$ cat src/hw/rtl/bvs_pkg.sv
// ----------------------------------------------------------------------------
// bvs_pkg
// Types and codes shared by the bounded vector store.
// ----------------------------------------------------------------------------
package bvs_pkg;

  localparam int unsigned WordW  = 32;
  localparam int unsigned PosW   = 6;
  localparam int unsigned KindW  = 3;
  localparam int unsigned LiveW  = 7;
  localparam int unsigned GroupN = 32;

  typedef logic signed [WordW-1:0] word_t;
  typedef logic [PosW-1:0]         pos_t;
  typedef logic [LiveW-1:0]        live_t;

  typedef enum logic [KindW-1:0] {
    REQ_APPEND = 3'd0,
    REQ_DROP   = 3'd1,
    REQ_WRITE  = 3'd2,
    REQ_READ   = 3'd3,
    REQ_REMOVE = 3'd4
  } req_e;

  typedef enum logic [1:0] {
    STAT_OK     = 2'd0,
    STAT_FULL   = 2'd1,
    STAT_EMPTY  = 2'd2,
    STAT_BADIDX = 2'd3
  } status_e;

  typedef enum logic [1:0] {
    ST_IDLE,
    ST_EXEC,
    ST_GATHER
  } state_e;

  typedef struct packed {
    logic [KindW-1:0] req_type;
    pos_t             position;
    word_t            word_in;
  } req_t;

  typedef struct packed {
    logic [1:0] status;
    word_t      word_out;
    live_t      live_count;
    logic       empty_flag;
  } rsp_t;

  typedef struct packed {
    logic load;
    logic shift;
    logic rd_sel;
  } cell_ctl_t;

endpackage

$ cat src/hw/rtl/bvs_chan_if.sv
// ----------------------------------------------------------------------------
// bvs_chan_if
// Valid/ready channel carrying one item of a given payload type.
// ----------------------------------------------------------------------------
interface bvs_chan_if #(
  parameter type payload_t = logic
) ();

  logic     valid;
  logic     ready;
  payload_t payload;

  modport source (output valid, output payload, input ready);
  modport sink (input valid, input payload, output ready);

endinterface

$ cat src/hw/rtl/bvs_cell.sv
// ----------------------------------------------------------------------------
// bvs_cell
// One list entry: load a new word, take the neighbor's word, or hold.
// ----------------------------------------------------------------------------
module bvs_cell (
  input  logic               clk_i,
  input  bvs_pkg::cell_ctl_t ctl_i,
  input  bvs_pkg::word_t     wdata_i,
  input  bvs_pkg::word_t     next_i,
  output bvs_pkg::word_t     entry_o,
  output bvs_pkg::word_t     rd_o
);

  bvs_pkg::word_t entry_q;
  bvs_pkg::word_t entry_d;

  always_comb begin
    entry_d = entry_q;
    if (ctl_i.load) begin
      entry_d = wdata_i;
    end else if (ctl_i.shift) begin
      entry_d = next_i;
    end
  end

  always_ff @(posedge clk_i) begin
    entry_q <= entry_d;
  end

  assign entry_o = entry_q;
  assign rd_o    = ctl_i.rd_sel ? entry_q : '0;

endmodule

$ cat src/hw/rtl/bvs_gather.sv
// ----------------------------------------------------------------------------
// bvs_gather
// Two-level read tree: register the OR of each group of cells, then merge.
// ----------------------------------------------------------------------------
module bvs_gather #(
  parameter int unsigned CAPACITY = 64
) (
  input  logic           clk_i,
  input  logic           en_i,
  input  bvs_pkg::word_t lane_i [CAPACITY],
  output bvs_pkg::word_t word_o
);

  localparam int unsigned NumGrp = (CAPACITY + bvs_pkg::GroupN - 1) / bvs_pkg::GroupN;

  bvs_pkg::word_t grp_q [NumGrp];
  bvs_pkg::word_t grp_d [NumGrp];

  for (genvar g = 0; g < NumGrp; g++) begin : g_grp
    always_comb begin
      grp_d[g] = '0;
      for (int unsigned j = 0; j < bvs_pkg::GroupN; j++) begin
        if (g * bvs_pkg::GroupN + j < CAPACITY) begin
          grp_d[g] = grp_d[g] | lane_i[g * bvs_pkg::GroupN + j];
        end
      end
    end

    always_ff @(posedge clk_i) begin
      if (en_i) begin
        grp_q[g] <= grp_d[g];
      end
    end
  end

  always_comb begin
    word_o = '0;
    for (int unsigned g = 0; g < NumGrp; g++) begin
      word_o = word_o | grp_q[g];
    end
  end

endmodule

$ cat src/hw/rtl/bounded_vector_store.sv
// ----------------------------------------------------------------------------
// bounded_vector_store
// Fixed-capacity ordered list of signed words with compacting remove.
// ----------------------------------------------------------------------------
// Each item passes through three steps: it is accepted into the request
// register, then every cell updates at once (write, append, or shift down
// past the removal point) while the read tree registers its group ORs, and
// last the groups are merged into the output register, where the result is
// valid. The two-level read tree over the row of cells sets these steps.
// A new item is accepted once the previous one has reached the output
// register, even while that result still waits to be taken; the new item then
// holds in the merge step until the output register frees. Entries come up
// undefined after reset and are only read after they were written, so no
// clearing pass runs.
// ----------------------------------------------------------------------------
module bounded_vector_store #(
  parameter int unsigned CAPACITY = 64
) (
  input  logic            clk_i,
  input  logic            rst_ni,
  bvs_chan_if.sink        req_i,
  bvs_chan_if.source      rsp_o
);

  localparam int unsigned CntW = $clog2(CAPACITY + 1);
  localparam int unsigned CmpW = (CntW > bvs_pkg::PosW) ? CntW : bvs_pkg::PosW;

  bvs_pkg::state_e state_q, state_d;
  bvs_pkg::req_t   req_q;
  logic [CntW-1:0] count_q, count_d;

  logic            req_ready;
  logic            exec_en;
  logic            emit;

  bvs_pkg::rsp_t   res_q, res_d;
  logic            rd_q, rd_d;
  logic            bad_q, bad_d;
  bvs_pkg::rsp_t   rsp_q, rsp_d;
  logic            rsp_valid_q, rsp_valid_d;

  logic [CmpW-1:0] pos_x;
  logic [CmpW-1:0] cnt_x;
  logic            full;
  logic            do_app;
  logic            app_ok;
  logic            wr_ok;
  logic            in_range;
  logic            rm_ok;
  logic            rd_ok;
  logic [bvs_pkg::KindW-1:0] kind;

  bvs_pkg::cell_ctl_t ctl [CAPACITY];
  bvs_pkg::word_t     entry [CAPACITY];
  bvs_pkg::word_t     lane [CAPACITY];
  bvs_pkg::word_t     gather_word;

  // FSM next state
  always_comb begin
    state_d = state_q;
    case (state_q)
      bvs_pkg::ST_IDLE: begin
        if (req_i.valid) begin
          state_d = bvs_pkg::ST_EXEC;
        end
      end
      bvs_pkg::ST_EXEC: begin
        state_d = bvs_pkg::ST_GATHER;
      end
      bvs_pkg::ST_GATHER: begin
        if (!rsp_valid_q || rsp_o.ready) begin
          state_d = bvs_pkg::ST_IDLE;
        end
      end
      default: begin
        state_d = bvs_pkg::ST_IDLE;
      end
    endcase
  end

  // FSM outputs
  always_comb begin
    req_ready = 1'b0;
    exec_en   = 1'b0;
    emit      = 1'b0;
    case (state_q)
      bvs_pkg::ST_IDLE: begin
        req_ready = 1'b1;
      end
      bvs_pkg::ST_EXEC: begin
        exec_en = 1'b1;
      end
      bvs_pkg::ST_GATHER: begin
        emit = !rsp_valid_q || rsp_o.ready;
      end
      default: begin
        req_ready = 1'b0;
      end
    endcase
  end

  assign req_i.ready = req_ready;

  always_ff @(posedge clk_i or negedge rst_ni) begin
    if (!rst_ni) begin
      state_q     <= bvs_pkg::ST_IDLE;
      count_q     <= '0;
      rsp_valid_q <= 1'b0;
    end else begin
      state_q     <= state_d;
      count_q     <= count_d;
      rsp_valid_q <= rsp_valid_d;
    end
  end

  always_comb begin
    rsp_d = res_q;
    if (rd_q) begin
      rsp_d.word_out = bad_q ? '1 : gather_word;
    end
  end

  always_ff @(posedge clk_i) begin
    if (req_ready && req_i.valid) begin
      req_q <= req_i.payload;
    end
    if (exec_en) begin
      res_q <= res_d;
      rd_q  <= rd_d;
      bad_q <= bad_d;
    end
    if (emit) begin
      rsp_q <= rsp_d;
    end
  end

  // Request decode against the live count
  assign kind     = req_q.req_type;
  assign pos_x    = CmpW'(req_q.position);
  assign cnt_x    = CmpW'(count_q);
  assign full     = (count_q == CntW'(CAPACITY));
  assign in_range = (pos_x < cnt_x);
  assign do_app   = (kind == bvs_pkg::REQ_APPEND) ||
                    ((kind == bvs_pkg::REQ_WRITE) && (pos_x == cnt_x));
  assign app_ok   = do_app && !full;
  assign wr_ok    = (kind == bvs_pkg::REQ_WRITE) && in_range;
  assign rm_ok    = (kind == bvs_pkg::REQ_REMOVE) && in_range;
  assign rd_ok    = (kind == bvs_pkg::REQ_READ) && in_range;

  always_comb begin
    logic [1:0] stat;
    stat    = bvs_pkg::STAT_OK;
    count_d = count_q;
    if (do_app && full) begin
      stat = bvs_pkg::STAT_FULL;
    end
    if ((kind == bvs_pkg::REQ_DROP) && (count_q == '0)) begin
      stat = bvs_pkg::STAT_EMPTY;
    end
    if (((kind == bvs_pkg::REQ_WRITE) && (pos_x > cnt_x)) ||
        (((kind == bvs_pkg::REQ_READ) || (kind == bvs_pkg::REQ_REMOVE)) && !in_range)) begin
      stat = bvs_pkg::STAT_BADIDX;
    end
    if (exec_en) begin
      if (app_ok) begin
        count_d = count_q + CntW'(1);
      end else if (((kind == bvs_pkg::REQ_DROP) && (count_q != '0)) || rm_ok) begin
        count_d = count_q - CntW'(1);
      end
    end
    res_d.status     = stat;
    res_d.word_out   = '0;
    res_d.live_count = bvs_pkg::live_t'(count_d);
    res_d.empty_flag = (count_d == '0);
    rd_d             = (kind == bvs_pkg::REQ_READ);
    bad_d            = !in_range;
  end

  // Row of cells
  for (genvar i = 0; i < CAPACITY; i++) begin : g_cell
    assign ctl[i].load   = exec_en && ((app_ok && (cnt_x == CmpW'(i))) ||
                                       (wr_ok && (pos_x == CmpW'(i))));
    assign ctl[i].shift  = exec_en && rm_ok && (CmpW'(i) >= pos_x) &&
                           (CmpW'(i + 1) < cnt_x);
    assign ctl[i].rd_sel = rd_ok && (pos_x == CmpW'(i));

    if (i + 1 < CAPACITY) begin : g_mid
      bvs_cell u_cell (
        .clk_i   (clk_i),
        .ctl_i   (ctl[i]),
        .wdata_i (req_q.word_in),
        .next_i  (entry[i+1]),
        .entry_o (entry[i]),
        .rd_o    (lane[i])
      );
    end else begin : g_last
      bvs_cell u_cell (
        .clk_i   (clk_i),
        .ctl_i   (ctl[i]),
        .wdata_i (req_q.word_in),
        .next_i  (entry[i]),
        .entry_o (entry[i]),
        .rd_o    (lane[i])
      );
    end
  end

  bvs_gather #(
    .CAPACITY (CAPACITY)
  ) u_gather (
    .clk_i  (clk_i),
    .en_i   (exec_en),
    .lane_i (lane),
    .word_o (gather_word)
  );

  // Output register
  always_comb begin
    rsp_valid_d = rsp_valid_q;
    if (emit) begin
      rsp_valid_d = 1'b1;
    end else if (rsp_o.ready) begin
      rsp_valid_d = 1'b0;
    end
  end

  assign rsp_o.valid   = rsp_valid_q;
  assign rsp_o.payload = rsp_q;

endmodule
$ cat src/flat_wrapper.sv
// flat-port wrapper written by rule: the top's interface ports become plain ports
module bounded_vector_store_flat 
#(
  parameter int unsigned CAPACITY = 64
)
  (clk_i, rst_ni, req_i_valid, req_i_payload, req_i_ready, rsp_o_valid, rsp_o_payload, rsp_o_ready);
  bvs_chan_if req_i_i ();
  bvs_chan_if rsp_o_i ();
  input  logic clk_i;
  input  logic rst_ni;
  input wire logic [$bits(req_i_i.valid)-1:0] req_i_valid;
  input wire logic [$bits(req_i_i.payload)-1:0] req_i_payload;
  output wire logic [$bits(req_i_i.ready)-1:0] req_i_ready;
  output wire logic [$bits(rsp_o_i.valid)-1:0] rsp_o_valid;
  output wire logic [$bits(rsp_o_i.payload)-1:0] rsp_o_payload;
  input wire logic [$bits(rsp_o_i.ready)-1:0] rsp_o_ready;
  assign req_i_i.valid = req_i_valid;
  assign req_i_i.payload = req_i_payload;
  assign req_i_ready = req_i_i.ready;
  assign rsp_o_valid = rsp_o_i.valid;
  assign rsp_o_payload = rsp_o_i.payload;
  assign rsp_o_i.ready = rsp_o_ready;
  bounded_vector_store #(.CAPACITY(CAPACITY)) u_core (.clk_i(clk_i), .rst_ni(rst_ni), .req_i(req_i_i), .rsp_o(rsp_o_i));
endmodule
$ cat config.mk
export PLATFORM = sky130hd
export DESIGN_NAME = bounded_vector_store_flat
export DESIGN_NICKNAME = d
export VERILOG_FILES = /design/src/hw/rtl/bvs_pkg.sv /design/src/hw/rtl/bvs_chan_if.sv /design/src/hw/rtl/bvs_cell.sv /design/src/hw/rtl/bvs_gather.sv /design/src/hw/rtl/bounded_vector_store.sv /design/src/flat_wrapper.sv
export SDC_FILE = /design/constraint.sdc
export NUM_CORES = 1
export LEC_CHECK = 0
export BUFFER_PORTS_ARGS = -buffer_cell sky130_fd_sc_hd__buf_4
export CAP_MARGIN = 20
export CORE_MARGIN = 2
export CORE_UTILIZATION = 48
export CTS_BUF_LIST = sky130_fd_sc_hd__clkbuf_16
export DETAILED_ROUTE_END_ITERATION = 10
export GPL_ROUTABILITY_DRIVEN = 0
export HOLD_SLACK_MARGIN = 0.15
export PLACE_DENSITY = 0.71
export SLEW_MARGIN = 20
export SYNTH_ARGS = -nofsm -noshare
export SYNTH_HDL_FRONTEND = slang
export SYNTH_SLANG_ARGS = --single-unit
$ cat constraint.sdc
create_clock -name clk_i -period 2.4 [get_ports clk_i]
set_clock_uncertainty 0.2 [all_clocks]
set_input_delay 0.24 -clock clk_i [delete_from_list [all_inputs] [get_ports clk_i]]
set_output_delay 0.24 -clock clk_i [all_outputs]
set_load 0.05 [all_outputs]
=== Yosys cells after proc, flatten, opt, wreduce, memory -nomap -nowiden ===
Cells that the tools add are included.

* Bits in registers: 12
* Bits of input ports: 5

* Reductions and logical operators: 6
* Add/sub/neg operators: 1
* Eq/ne operators: 5
* Multiplexer cells: 10

{| class="wikitable"
|+ Operators by type and width
! kind !! count
|-
| 2-to-1 mux 7 bit || 2
|-
| adder 7 x 1 -> 7 bit (second input constant) || 1
|-
| equality test 7 bit (second input constant) || 1
|-
| zero test 7 bit || 1
|-
| case mux 2 bit (3 select lines) || 1
|-
| 2-to-1 mux 1 bit || 5
|-
| 2-to-1 mux 2 bit || 2
|-
| equality test 2 x 1 -> 1 bit (second input constant) || 1
|-
| equality test 2 bit (second input constant) || 1
|-
| zero test 2 bit || 1
|-
| inequality test 2 x 1 -> 1 bit (second input constant) || 1
|-
| inequality test 2 bit (second input constant) || 1
|-
| AND reduction 2 bit || 1
|-
| nonzero test 2 bit || 1
|-
| zero test 1 bit || 1
|-
| logical OR 1 bit || 1
|}

=== Longest topological paths before layout ===
* Word-level depth: 4
* Gate-level depth with buffers: 6
* Depth with buffers taken out: 6

=== Least setup slack after synthesis ===
OpenSTA, ideal clock, no wires.

* Kind: register -> register
* From: reg u_core.count_q[0] (netlist: u_core.cnt_x[0])
* To: reg u_core.res_q[0] in the netlist's numbering, data pin
* Arrival time: 1.935 ns
* Setup slack: 0.095 ns
* Path buffers: 0
* Clock period less this slack: 2.305 ns
* Cell stages (with the launch flop): 7
* Cell sequence: dfrtp_1 inv_1 ha_1 or4b_4 or4_1 o311a_1 nor4_2

{| class="wikitable"
|+ RTL lines
! item !! RTL line !! RTL
|-
| start: declaration || bounded_vector_store.sv:30 || <nowiki>logic [CntW-1:0] count_q, count_d;</nowiki>
|-
| start signal: assignment || bounded_vector_store.sv:111 || <nowiki>count_q <= count_d;</nowiki>
|-
| end signal: assignment || bounded_vector_store.sv:128 || <nowiki>res_q <= res_d;</nowiki>
|-
| end: declaration || bounded_vector_store.sv:36 || <nowiki>bvs_pkg::rsp_t res_q, res_d;</nowiki>
|}

==> results.json <==
{
  "status": "completed",
  "fin_util": 0.656,
  "initial_core_util": 0.505,
  "cts_sinks": 12,
  "dieArea_mm2": 0.00164,
  "coreArea_mm2": 0.00127,
  "fin_cells": 91,
  "max_stage_delay_ns": 0.49,
  "synthSimpleGateAreaFrac": 0.275,
  "p_seq_frac": 0.316,
  "fp.dieH_um": 40.5,
  "grt_max_degree": 11,
  "hp-class": "input pin to asynchronous set/reset pin",
  "peakVddDrop_v": 0.000643,
  "num_rows": 13,
  "max_cap_viol_count": 0,
  "reg2reg_slack_ns": 0.11,
  "drc": 0,
  "grt_pass1_wl_um": 1900,
  "dr.first_iter.drc_count": 9,
  "syn_inst": 61,
  "setup_tns_ns": 0,
  "setup_viol": 0,
  "gr-usage-all-layers": 0.193,
  "diodes": 0,
  "final_antenna_net_count": 0,
  "synth_compound_area_frac": 0.0820,
  "ys_ff_latch": 12,
  "fin_total_pwr_mw": 1.03,
  "numCtsBuffers": 3,
  "wl_per_cell_um": 13.2,
  "criticalPathCategory": "flop to flop",
  "cts_tree": "yes",
  "syn_nets": 68,
  "synth_fa_ha_area_frac": 0.0391,
  "numPortBuffers": 6,
  "path_clk_slew_ns": 0.04,
  "intPower_mw": 0.675,
  "synthMuxAreaShare": 0.0156,
  "worst_slew_pin_slew_ns": 0.342,
  "cp.arrival_ns": 2.15,
  "required_ns": 2.26,
  "grt_antenna_before_repair": 0,
  "io_pins": 8,
  "syn_area_per_cell_um2": 10.5,
  "critical_path.endpoint_type": "flop",
  "max_freq_mhz": 436,
  "max_slew_margin": 0.770,
  "layout_worst_path_cycle_share": 0.955,
  "clock_latency_ns": 0.24,
  "switching_share": 0.344,
  "synth_xor_area_frac": 0.0684,
  "leakage_nw": 0.382,
  "drv_slew": 0,
  "power_density_mw_per_mm2": 1240,
  "ys_seq_area_frac": 0.484,
  "htreeDepth": 1,
  "clockBufferDepth": 2,
  "cp_max_fo": 4,
  "start_kind": "flop",
  "via_per_inst": 5.36,
  "num_vias": 488,
  "hold_viol": 0,
  "min_period_ns": 2.29,
  "p_comb_frac": 0.398,
  "dp.cells": 84,
  "finalWirelength_um": 1200,
  "drt_pass1_iterations": 4,
  "fillers": 98,
  "netlist_area_um2": 641,
  "synthDistinctLibCells": 25,
  "cp_cell_sequence": "inv_2 -> ha_1 -> or4b_4 -> or4_4 -> o311a_1 -> nor4_2",
  "fin_nets": 85,
  "yosys_warnings": 0,
  "p_switching_mw": 0.354,
  "synth_top_family_by_area": "simple AND/OR/NAND/NOR gates",
  "crit_slowest_cell": "or4_4",
  "grt_overflow_total": 0,
  "cts_root_buffer": "clkbuf_16",
  "syn_to_final_growth_pct": 29.9,
  "die_w_um": 40.5,
  "drive_above_1_share": 0.237,
  "grt_pass1_vias": 401,
  "hpwl_um": 886,
  "clkPwrFrac": 0.286
}
worst max-delay path: cells and delay by family (launching register included):
family          cells  cell delay [ns]
buf+inv             1             0.07
flops               1             0.38
simple gates        3             1.19
compound gates      1             0.15
fa+ha+maj           1             0.13
cell usage after synthesis (all sizes together):
cell / n / area [um2]
o311a: 1 / 10.0
ha: 2 / 25.0
and2: 2 / 12.5
dfrtp: 10 / 250
buf: 1 / 11.3
edfxtp: 2 / 60.1
xnor2: 5 / 43.8
o2111ai: 1 / 8.76
nor4: 1 / 12.5
or4: 1 / 7.51
or3: 2 / 12.5
o21ai: 5 / 25.0
o21a: 1 / 8.76
nand4: 3 / 18.8
or2b: 1 / 7.51
nand2: 7 / 26.3
nand2b: 4 / 25.0
nand3: 1 / 5.00
inv: 3 / 11.3
mux2i: 1 / 10.0
nor2b: 1 / 6.26
and4b: 1 / 10.0
or4b: 1 / 13.8
nand3b: 1 / 7.51
nor2: 3 / 11.3
power groups by stage:
stage / combinational, mW / sequential, mW / clock, mW
after floorplan: 0.250 / 0.361 / 0
after global placement: 0.384 / 0.321 / 0
after detailed placement: 0.389 / 0.327 / 0
after CTS: 0.396 / 0.324 / 0.306
after global routing: 0.445 / 0.333 / 0.318
final: 0.409 / 0.325 / 0.294
area by class of cell:
type | count | area, um2 | area share
Clock buffer | 3 | 75.1 | 0.0902
Tap cell | 15 | 18.8 | 0.0226
Inverter | 3 | 11.3 | 0.0135
Sequential cell | 12 | 310 | 0.373
Timing Repair Buffer | 13 | 105 | 0.126
Multi-Input combinational cell | 45 | 312 | 0.374
state kept, by name, summed over array words and instances, names as in the netlist:
| name | flops |
|---|---|
| u_core.state_q | 2 |
| u_core.cnt_x | 7 |
| u_core.rsp_o.valid | 1 |
| u_core.res_q | 1 |
| u_core.rsp_o.payload | 1 |
cells by family after synthesis:
logic type	after synthesis
AO/OA/AOI/OAI	8
XOR/XNOR	5
adder cells (fa/ha/maj)	2
buffers and inverters	4
flip-flops	12
multiplexers	1
AND/OR/NAND/NOR	29
stage by stage:
| stage | setup slack, ns | hold slack (ns) | cell area, um2 |
|---|---|---|---|
| after floorplan | 0.0952 | -0.256 | 641 |
| after global placement | 0.0631 | -0.122 | 716 |
| after detailed placement | 0.0438 | -0.120 | 716 |
| after CTS | 0.0301 | 0.174 | 821 |
| after global routing | -0.00365 | 0.194 | 832 |
| final | 0.108 | 0.169 | 832 |
metal layers:
metal  routed length, um  global-route usage  up-vias  part of all wire
met1                 534               0.244      226              0.45
met5                   0                   0        -                 0
li1                    -                   -      245                 -
met3                  59              0.0833        3             0.049
met4                  25               0.100        0             0.021
met2                 580               0.274       14              0.48
worst paths after layout:
path	startpoint	to	cells after the start
setup / recovery	u_core.cnt_x[0]$_DFF_PN0_	u_core.res_q[0]$_DFFE_PN_	6
hold / removal	rst_ni	u_core.rsp_o.valid$_DFFE_PN0P_	2
setup reg to reg	u_core.cnt_x[0]$_DFF_PN0_	u_core.res_q[0]$_DFFE_PN_	6
hold reg to reg	u_core.res_q[0]$_DFFE_PN_	u_core.rsp_o.payload$_DFFE_PP_	0
max in group asynchronous	rst_ni	u_core.state_q[1]$_DFFE_PN0P_	2
min in group clk_i	u_core.res_q[0]$_DFFE_PN_	u_core.rsp_o.payload$_DFFE_PP_	0
what timing repair did:
item / CTS / global route
hold endpoints to repair: 12 / 0
setup buffers: 0 / 1
gates resized for setup: 0 / 2
endpoints found under the setup margin: 0 / 1
hold buffers: 3 / 0
cell usage in the layout, fill, tap and decap left out:
| master | instances |
|---|---|
| edfxtp_1 | 2 |
| nand2_1 | 7 |
| nand3b_1 | 1 |
| or3_1 | 2 |
| o21a_2 | 1 |
| mux2i_1 | 1 |
| dfrtp_1 | 10 |
| and4b_1 | 1 |
| or4b_4 | 1 |
| nor2_1 | 3 |
| dlygate4sd3_1 | 3 |
| inv_2 | 1 |
| buf_4 | 10 |
| nand4_1 | 3 |
| nand3_1 | 1 |
| or2b_1 | 1 |
| or4_4 | 1 |
| inv_1 | 2 |
| o311a_1 | 1 |
| nand2b_1 | 4 |
| ha_1 | 2 |
| nor2b_1 | 1 |
| o2111ai_1 | 1 |
| and2_1 | 2 |
| xnor2_1 | 5 |
| clkbuf_16 | 3 |
| o21ai_0 | 5 |
| nor4_2 | 1 |
(Power assumes the default switching activity.)
